## src/rtl/core/irc_pkg.sv

```systemverilog
// Shared types and constants for the IR carrier pulse-train player.
package irc_pkg;

  localparam int PAIRS_DEF     = 64;
  localparam int TIME_BITS_DEF = 16;

  localparam int HALF_W      = 9;
  localparam int LEN_W       = 7;
  localparam int FIELD_T_W   = 16;
  localparam int IDX_W       = 6;
  localparam int CFG_ADDR_W  = 2;
  localparam int CFG_DATA_W  = 9;
  localparam int IN_TDATA_W  = 40;
  localparam int IN_TUSER_W  = 2;
  localparam int OUT_TDATA_W = 8;

  localparam logic [HALF_W-1:0] HALF_RESET = 9'd13;
  localparam logic [LEN_W-1:0]  LEN_RESET  = 7'd0;

  localparam logic [CFG_ADDR_W-1:0] CFG_HALF_PERIOD = 2'd0;
  localparam logic [CFG_ADDR_W-1:0] CFG_SEQ_LENGTH  = 2'd1;

  typedef enum logic [1:0] {
    OP_TICK  = 2'd0,
    OP_LOAD  = 2'd1,
    OP_START = 2'd2
  } op_t;

  typedef struct packed {
    logic [1:0]           opcode;
    logic [IDX_W-1:0]     entry_index;
    logic [FIELD_T_W-1:0] mark_us;
    logic [FIELD_T_W-1:0] gap_us;
  } item_t;

  typedef struct packed {
    logic done_res;
    logic busy_res;
    logic led_on;
  } result_t;

endpackage

```

## src/rtl/core/irc_ram.sv

```systemverilog
// Generic single write port, single read port RAM with registered read.
module irc_ram #(
  parameter int WIDTH = 32,
  parameter int DEPTH = 64
) (
  input  logic                     clk,
  input  logic                     we,
  input  logic [$clog2(DEPTH)-1:0] waddr,
  input  logic [WIDTH-1:0]         wdata,
  input  logic [$clog2(DEPTH)-1:0] raddr,
  output logic [WIDTH-1:0]         rdata
);

  logic [WIDTH-1:0] mem [DEPTH];
  logic [WIDTH-1:0] rdata_r;

  always_ff @(posedge clk) begin
    if (we) begin
      mem[waddr] <= wdata;
    end
    rdata_r <= mem[raddr];
  end

  assign rdata = rdata_r;

endmodule

```

## src/rtl/core/irc_engine.sv

```systemverilog
// Playback state, pair table and per-word update of the pulse-train player.
module irc_engine import irc_pkg::*; #(
  parameter int PAIRS     = PAIRS_DEF,
  parameter int TIME_BITS = TIME_BITS_DEF
) (
  input  logic              clk,
  input  logic              rst_n,
  input  logic              fire,
  input  item_t             item,
  input  logic [HALF_W-1:0] half_cfg,
  input  logic [LEN_W-1:0]  len_cfg,
  output result_t           res
);

  localparam int AW  = $clog2(PAIRS);
  localparam int PW  = $clog2(PAIRS + 1);
  localparam int TW  = TIME_BITS;
  localparam int FW  = HALF_W + 1;
  localparam int CW  = (TW > FW) ? TW : FW;
  localparam int CPW = (PW > LEN_W) ? PW : LEN_W;

  typedef enum logic [2:0] {
    PH_IDLE  = 3'b001,
    PH_MARK  = 3'b010,
    PH_SPACE = 3'b100
  } phase_t;

  phase_t          phase_r, phase_nxt;
  logic [PW-1:0]   ptr_r, ptr_nxt;
  logic [TW-1:0]   rem_r, rem_nxt;
  logic [HALF_W-1:0] half_cnt_r, half_cnt_nxt;
  logic            level_r, level_nxt;
  logic [TW-1:0]   cur_space_r, cur_space_nxt;
  logic [TW-1:0]   head_mark_r, head_space_r;

  logic [HALF_W-1:0] half_eff;
  logic [FW-1:0]     full;
  logic [HALF_W:0]   half_inc;
  logic              half_hit;
  logic              busy;
  logic              done;
  op_t               op;

  logic [TW+FIELD_T_W-1:0] mark_ext, space_ext;
  logic [TW-1:0]           ld_mark, ld_space;
  logic [AW+IDX_W-1:0]     idx_ext;
  logic                    idx_ok;
  logic                    ram_we;
  logic [AW-1:0]           ram_raddr;
  logic [2*TW-1:0]         ram_rdata;
  logic [TW-1:0]           rd_mark, rd_space;

  logic [PW-1:0]  ptr_inc;
  logic           stop_first, stop_next;
  logic [TW-1:0]  rem_dec;
  logic [CW-1:0]  rem_cmp, full_cmp;

  assign half_eff = (half_cfg == '0) ? HALF_W'(1) : half_cfg;
  assign full     = {half_eff, 1'b0};
  assign half_inc = {1'b0, half_cnt_r} + (HALF_W+1)'(1);
  assign half_hit = half_inc >= {1'b0, half_eff};
  assign busy     = phase_r != PH_IDLE;

  assign mark_ext  = {{TW{1'b0}}, item.mark_us};
  assign space_ext = {{TW{1'b0}}, item.gap_us};
  assign ld_mark   = mark_ext[TW-1:0];
  assign ld_space  = space_ext[TW-1:0];
  assign idx_ext   = {{AW{1'b0}}, item.entry_index};
  assign idx_ok    = 32'(item.entry_index) < PAIRS;
  assign ram_we    = fire && (item.opcode == OP_LOAD) && !busy && idx_ok;

  assign ptr_inc   = ptr_r + PW'(1);
  assign ram_raddr = ptr_inc[AW-1:0];
  assign rd_mark   = ram_rdata[TW-1:0];
  assign rd_space  = ram_rdata[2*TW-1:TW];

  assign stop_first = (len_cfg == '0) || (head_mark_r == '0);
  assign stop_next  = (CPW'(ptr_inc) >= CPW'(len_cfg)) || (32'(ptr_inc) >= PAIRS) ||
                      (rd_mark == '0);

  assign rem_dec  = (rem_r != '0) ? rem_r - TW'(1) : rem_r;
  assign rem_cmp  = CW'(rem_r);
  assign full_cmp = CW'(full);

  irc_ram #(
    .WIDTH(2 * TW),
    .DEPTH(PAIRS)
  ) u_pair_ram (
    .clk  (clk),
    .we   (ram_we),
    .waddr(idx_ext[AW-1:0]),
    .wdata({ld_space, ld_mark}),
    .raddr(ram_raddr),
    .rdata(ram_rdata)
  );

  always_comb begin
    op            = op_t'(item.opcode);
    phase_nxt     = phase_r;
    ptr_nxt       = ptr_r;
    rem_nxt       = rem_r;
    half_cnt_nxt  = half_cnt_r;
    level_nxt     = level_r;
    cur_space_nxt = cur_space_r;
    done          = 1'b0;
    if (fire) begin
      unique case (item.opcode)
        OP_START: begin
          if (!busy) begin
            ptr_nxt      = '0;
            half_cnt_nxt = '0;
            if (stop_first) begin
              phase_nxt = PH_IDLE;
              rem_nxt   = '0;
              level_nxt = 1'b0;
              done      = 1'b1;
            end else begin
              phase_nxt     = PH_MARK;
              rem_nxt       = head_mark_r;
              level_nxt     = 1'b1;
              cur_space_nxt = head_space_r;
            end
          end
        end
        OP_TICK: begin
          if (phase_r == PH_MARK) begin
            if (!half_hit) begin
              half_cnt_nxt = half_inc[HALF_W-1:0];
            end else begin
              half_cnt_nxt = '0;
              if (level_r) begin
                level_nxt = 1'b0;
              end else if (rem_cmp > full_cmp) begin
                rem_nxt   = TW'(rem_cmp - full_cmp);
                level_nxt = 1'b1;
              end else if (cur_space_r != '0) begin
                phase_nxt = PH_SPACE;
                rem_nxt   = cur_space_r;
              end else begin
                phase_nxt = PH_IDLE;
                rem_nxt   = '0;
                done      = 1'b1;
              end
            end
          end else if (phase_r == PH_SPACE) begin
            rem_nxt = rem_dec;
            if (rem_dec == '0) begin
              ptr_nxt      = ptr_inc;
              half_cnt_nxt = '0;
              if (stop_next) begin
                phase_nxt = PH_IDLE;
                rem_nxt   = '0;
                level_nxt = 1'b0;
                done      = 1'b1;
              end else begin
                phase_nxt     = PH_MARK;
                rem_nxt       = rd_mark;
                level_nxt     = 1'b1;
                cur_space_nxt = rd_space;
              end
            end
          end
        end
        default: begin
        end
      endcase
    end
    res.led_on   = (op == OP_START && !busy) ? level_nxt : level_r;
    res.busy_res = phase_nxt != PH_IDLE;
    res.done_res = done;
  end

  always_ff @(posedge clk) begin
    if (!rst_n) begin
      phase_r    <= PH_IDLE;
      ptr_r      <= '0;
      rem_r      <= '0;
      half_cnt_r <= '0;
      level_r    <= 1'b0;
    end else begin
      phase_r    <= phase_nxt;
      ptr_r      <= ptr_nxt;
      rem_r      <= rem_nxt;
      half_cnt_r <= half_cnt_nxt;
      level_r    <= level_nxt;
    end
  end

  always_ff @(posedge clk) begin
    cur_space_r <= cur_space_nxt;
    if (ram_we && item.entry_index == '0) begin
      head_mark_r  <= ld_mark;
      head_space_r <= ld_space;
    end
  end

  a_idle_dark: assert property (@(posedge clk) disable iff (!rst_n)
    (phase_r == PH_IDLE || phase_r == PH_SPACE) |-> !level_r)
    else $error("LED lit outside a mark");

  a_mark_time: assert property (@(posedge clk) disable iff (!rst_n)
    (phase_r == PH_MARK) |-> (rem_r != '0 && half_cnt_r < half_eff))
    else $error("mark counters out of range");

  a_done_idle: assert property (@(posedge clk) disable iff (!rst_n)
    (fire && res.done_res) |=> (phase_r == PH_IDLE))
    else $error("done without returning to idle");

  a_no_load_busy: assert property (@(posedge clk) disable iff (!rst_n)
    ram_we |-> (phase_r == PH_IDLE))
    else $error("table written during playback");

endmodule

```

## src/rtl/core/ir_carrier_pulse_train_player_core.sv

```systemverilog
// Top level of the IR carrier pulse-train player: stream ports, config and skid stages.
//
//  channel  | ports          | word contents
//  ---------+----------------+---------------------------------------------
//  input    | in_t*          | tuser: opcode; tdata: index, mark, space
//  result   | out_t*         | tdata: led_on, busy_res, done_res
//  config   | cfg_*          | 0 carrier half period, 1 sequence length
//
//  One word per cycle sustained while out_tready stays high; each word passes
//  through the input register and then the result register.
//  Every word is updated against the playback state by combinational engine logic.
//  Reset returns playback to idle with the LED off; the pair table is not cleared.
//  While a result waits on out_tready the input register takes one more word,
//  then in_tready stays low until the result leaves.
module ir_carrier_pulse_train_player_core import irc_pkg::*; #(
  parameter int PAIRS     = PAIRS_DEF,
  parameter int TIME_BITS = TIME_BITS_DEF
) (
  input  logic                   clk,
  input  logic                   rst_n,
  input  logic                   in_tvalid,
  output logic                   in_tready,
  input  logic [IN_TDATA_W-1:0]  in_tdata,   // entry_index[5:0], mark_us[21:6], gap_us[37:22]
  input  logic [IN_TUSER_W-1:0]  in_tuser,   // opcode[1:0]
  output logic                   out_tvalid,
  input  logic                   out_tready,
  output logic [OUT_TDATA_W-1:0] out_tdata,  // led_on[0], busy_res[1], done_res[2]
  input  logic                   cfg_we,
  input  logic [CFG_ADDR_W-1:0]  cfg_addr,
  input  logic [CFG_DATA_W-1:0]  cfg_wdata
);

  logic              in_valid_r, in_valid_nxt;
  item_t             item_r;
  logic              out_valid_r, out_valid_nxt;
  result_t           res, res_r;
  logic              advance;
  logic [HALF_W-1:0] half_r;
  logic [LEN_W-1:0]  len_r;

  assign advance   = in_valid_r && (!out_valid_r || out_tready);
  assign in_tready = !in_valid_r || advance;

  always_comb begin
    in_valid_nxt = in_valid_r;
    if (in_tvalid && in_tready) begin
      in_valid_nxt = 1'b1;
    end else if (advance) begin
      in_valid_nxt = 1'b0;
    end
    out_valid_nxt = out_valid_r;
    if (advance) begin
      out_valid_nxt = 1'b1;
    end else if (out_tready) begin
      out_valid_nxt = 1'b0;
    end
  end

  always_ff @(posedge clk) begin
    if (!rst_n) begin
      in_valid_r  <= 1'b0;
      out_valid_r <= 1'b0;
      half_r      <= HALF_RESET;
      len_r       <= LEN_RESET;
    end else begin
      in_valid_r  <= in_valid_nxt;
      out_valid_r <= out_valid_nxt;
      if (cfg_we) begin
        unique case (cfg_addr)
          CFG_HALF_PERIOD: half_r <= cfg_wdata[HALF_W-1:0];
          CFG_SEQ_LENGTH:  len_r  <= cfg_wdata[LEN_W-1:0];
          default: begin
          end
        endcase
      end
    end
  end

  always_ff @(posedge clk) begin
    if (in_tvalid && in_tready) begin
      item_r.opcode      <= in_tuser[1:0];
      item_r.entry_index <= in_tdata[5:0];
      item_r.mark_us     <= in_tdata[21:6];
      item_r.gap_us      <= in_tdata[37:22];
    end
    if (advance) begin
      res_r <= res;
    end
  end

  irc_engine #(
    .PAIRS    (PAIRS),
    .TIME_BITS(TIME_BITS)
  ) u_engine (
    .clk     (clk),
    .rst_n   (rst_n),
    .fire    (advance),
    .item    (item_r),
    .half_cfg(half_r),
    .len_cfg (len_r),
    .res     (res)
  );

  assign out_tvalid = out_valid_r;
  assign out_tdata  = {{(OUT_TDATA_W-3){1'b0}}, res_r.done_res, res_r.busy_res, res_r.led_on};

endmodule
```

## config.mk

```make
export PLATFORM = sky130hd
export DESIGN_NAME = ir_carrier_pulse_train_player_core
export DESIGN_NICKNAME = d
export VERILOG_FILES = /design/src/rtl/core/irc_pkg.sv /design/src/rtl/core/irc_ram.sv /design/src/rtl/core/irc_engine.sv /design/src/rtl/core/ir_carrier_pulse_train_player_core.sv
export SDC_FILE = /design/constraint.sdc
export NUM_CORES = 2
export LEC_CHECK = 0
export ABC_AREA = 1
export BUFFER_PORTS_ARGS = -buffer_cell sky130_fd_sc_hd__buf_2
export CELL_PAD_IN_SITES_DETAIL_PLACEMENT = 0
export CELL_PAD_IN_SITES_GLOBAL_PLACEMENT = 2
export CORE_MARGIN = 2
export CORE_UTILIZATION = 48
export CTS_CLUSTER_DIAMETER = 100
export DETAILED_ROUTE_END_ITERATION = 12
export PLACE_DENSITY = 0.8
export SLEW_MARGIN = 10
export SYNTH_ARGS = -nofsm -noshare
export SYNTH_HDL_FRONTEND = slang
export SYNTH_SLANG_ARGS = --single-unit
```

## constraint.sdc

```tcl
create_clock -name clk -period 10.4 [get_ports clk]
set_clock_uncertainty 0.15 [all_clocks]
set_input_delay 1.04 -clock clk [delete_from_list [all_inputs] [get_ports clk]]
set_output_delay 1.04 -clock clk [all_outputs]
set_load 0.005 [all_outputs]
```

==> Flow_metrics.wiki <==
{| class="wikitable"
! Metric !! Value
|-
| Number of nets in the layout || approximately 7000
|-
| Number of synthesized register bits || 2225
|-
| Number of DRC violations after detailed routing || 0
|-
| Clock latency on the worst-skew pair || about 0.87 ns
|-
| Maximum level of the CTS H-tree || 4
|-
| Startpoint of the most critical hold path || in_tdata[0]
|-
| Period utilization || 52.7%
|-
| Setup repair after global routing missed its margin || no
|-
| First-pass GRT wire length || approximately 380 mm
|-
| Number of slew-limit violations in the final report || 0
|-
| Syn. warnings || 0
|-
| Leading post-synthesis cells by instance count || 2139 x edfxtp_1, 1485 x nor2_1, 1382 x o21ai_0
|-
| Clock buffer depth || 3
|-
| Number of unique standard cell types used by synthesis || 46
|-
| Relative slew slack || between 10% and 20%
|-
| Number of buffers created by CTS || around 220
|-
| Routed Antenna Nets || 0
|-
| Floorplan core area || roughly 0.18 mm²
|-
| Clock slew seen by the registers of the worst setup and hold paths || approximately 0.060 ns
|-
| Clock net sink count || approximately 2200
|-
| Cell type contributing the most total cell area after synthesis || edfxtp_1
|-
| Critical path endpoint category || flop
|-
| Antenna violations before repair || 14
|-
| Placed Area || between 0.09 and 0.1 mm²
|-
| Final routed wirelength across all metal layers || roughly 270 mm
|-
| Post-synthesis async set-or-reset flop share || 0%
|-
| Ratio of routed vias to standard cells || around 6
|-
| # port buffers || 60
|-
| Run status || complete, no violations
|-
| Summed instance area of the synthesized netlist || a little under 0.09 mm²
|-
| Sequential-to-total area share from yosys stat || approximately 75%
|-
| Die outline height || around 430 µm
|-
| Mapped Cells || approximately 6900
|-
| Hold Vio Cnt, Final || 0
|-
| Final Cell Area || 0.0986 mm²
|-
| Type of the tightest min-delay check || in2reg
|-
| Crit path cell chain || inv_8 -> buf_12 -> buf_4 -> buf_4 -> o21ai_0 -> o22ai_1 -> nor2_1 -> o221ai_1 -> o21ai_1 -> o22ai_1
|-
| Most common flop cell mapped by yosys || edfxtp_1
|-
| Total Negative Setup Slacks || 0 ns
|-
| Peak supply drop || between 0.2 and 0.25 mV
|-
| Maximum number of pins on one net before global-route repair || 166
|-
| Cells taking the most area after synthesis || edfxtp_1 73%, o21ai_0 7.9%, nor2_1 6.3%
|-
| Largest stage delay on the critical path || 0.74 ns
|-
| Critical Path Source Type || flop
|-
| Detail Placement HPWL || around 130 mm
|-
| Post-CTS Resized || 0
|-
| Largest fanout on the critical path || ~150
|-
| Hold_buf cts || 0
|-
| Num ports || 68
|-
| Most repeated cell in the gate-level netlist after synthesis || edfxtp_1
|-
| CTS tree || yes
|-
| All-Layer GR Usage || approximately 28%
|-
| Worst setup path startpoint || u_engine.ptr_r[0]$_SDFFE_PN0P_
|-
| 1st-iter DRT viols || just under 7000
|-
| Row Count || roughly 160
|-
| Min cycle time layout || approximately 5.5 ns
|-
| Effective utilization at floorplan || between 40% and 50%
|-
| Worst Setup Path Type || reg2reg
|-
| Signal arrival time at the worst endpoint || between 6 and 7 ns
|-
| Source of the worst register-to-register timing path || u_engine.ptr_r[0]$_SDFFE_PN0P_
|-
| Synth-to-Final Area Change || 11.9%
|-
| Post-CTS Setup Inserts || 0
|-
| Core Util, Final || between 50% and 60%
|-
| Die extent in x || 432 µm
|-
| Routed len/inst || 28.1 µm
|-
| Cell at the root of the clock tree || clkbuf_16
|-
| Peak Freq || 182 MHz
|-
| Cell with the biggest individual delay on the critical path || o221ai_1
|-
| PD cells || 195 mW/mm²
|-
| Max-cap violation count || 0
|-
| Synth top area share || roughly 73%
|-
| Cell class contributing the biggest share of worst-path delay || buffers and inverters
|-
| Gpl congestion || about 0.85
|-
| Worst-Margin Slew || 1.25 ns
|-
| Number of detailed-route iterations in the first pass || 5
|-
| Die outline area || 0.187 mm²
|-
| Required time at the worst-slack endpoint || around 11 ns
|-
| Total congestion overflow after global routing || 0
|-
| Count of flip-flops with a built-in enable after synthesis || between 2000 and 2500
|-
| Final setup violation count || 0
|-
| Buf+Inv Stages, Crit Path || 4
|-
| Vias in the first global route || roughly 54000
|-
| Leakage power summed over all cells || approximately 32 nW
|-
| Number of vias after detailed routing || about 58000
|-
| Average footprint of a synthesized cell || around 13 µm²
|-
| Fraction of layout cells with a size suffix above 1 || 9.06%
|}
[logic make-up (layout without fill, tap and decap cells)]
kind of cell / Yosys count / after routing / share of synthesized area, %
flip-flops: 2225 / 2225 / 74.9
AND/OR/NAND/NOR: 1892 / 1892 / 8.53
XOR/XNOR: 22 / 22 / 0.219
buffers and inverters: 583 / 740 / 2.57
AO/OA/AOI/OAI: 2171 / 2171 / 13.4
adder cells (fa/ha/maj): 29 / 29 / 0.420
other: 1 / 12 / 0.00426
[cell type report]
cell class,instances,area (µm²)
fillers,15200,84100
flip-flops and latches,2225,66000
multi-input cells,4119,20400
clock buffers,290,5930
well taps,2385,2980
repair buffers,216,1600
clock inverters,125,1220
inverters,109,437
diodes,7,17.5
[where the power goes]
| group | total, W | internal [W] | switching, W |
|---|---|---|---|
| Combinational | 0.00148 | 0.000365 | 0.00111 |
| Clock | 0.00787 | 0.00445 | 0.00343 |
| Sequential | 0.00992 | 0.00988 | 0.0000468 |
[path summary, 6_finish.rpt]
check	cells past startpoint	slack, ns	end
hold / removal	1	0.19	item_r[32]$_DFFE_PP_
setup reg to reg	10	4.92	u_engine.u_pair_ram.rdata[28]$_DFF_P_
setup / recovery	10	4.92	u_engine.u_pair_ram.rdata[28]$_DFF_P_
hold reg to reg	2	0.31	half_r[0]$_SDFFE_PN1P_
[metal layers]
layer / routed length (µm) / track usage [%] / vias up
met3: 19800 / 4.29 / 417
met4: 8830 / 9.39 / 8
met1: 113000 / 39.2 / 29200
li1: - / - / 25700
met5: 50 / 0 / -
met2: 124000 / 45.2 / 2274
[flip-flops by register name (all words and copies together), names as in the netlist, 3 cells and up]
| signal | cells |
|---|---|
| u_engine.u_pair_ram.mem | 2048 |
| item_r | 40 |
| u_engine.u_pair_ram.rdata | 32 |
| u_engine.cur_space_r | 16 |
| u_engine.head_mark_r | 16 |
| u_engine.head_space_r | 16 |
| u_engine.rem_cmp | 16 |
| half_r | 9 |
| u_engine.half_cnt_r | 9 |
| len_r | 7 |
| u_engine.ptr_r | 7 |
| out_tdata | 3 |
| u_engine.phase_r | 3 |
[worst register-to-register path, cell delays in order, from the launching register on]
cell and delay (ns):
dfxtp_4 0.53, inv_8 0.47, buf_12 0.56, buf_4 0.90
buf_4 0.78, o21ai_0 0.23, o22ai_1 0.22, nor2_1 0.06
o221ai_1 0.74, o21ai_1 0.53, o22ai_1 0.23
[through the flow]
stage               setup slack, ns  power (W)  hold slack (ns)  cells
CTS                            5.07     0.0194            0.132   9469
floorplan                      5.52     0.0110            0.280   6927
detailed placement             5.08     0.0116            0.299   9054
global route                   4.68     0.0198            0.152   9469
finish                         4.92     0.0193            0.188   9476
global placement               5.11     0.0116            0.293   9054
[cell usage in the layout (no fill, tap or decap), types with 30 or more instances in the layout]
cell type	n
buf_2	60
nand3_1	81
o21ai_0	1382
nor2_4	74
clkinv_1	47
a21oi_1	75
nand4_1	30
dfxtp_1	85
clkinv_2	35
nor2_1	1420
inv_1	99
nand2_1	233
clkbuf_1	62
buf_4	146
o22ai_1	667
clkbuf_16	227
edfxtp_1	2139
Power figures use the tool's default switching activity.
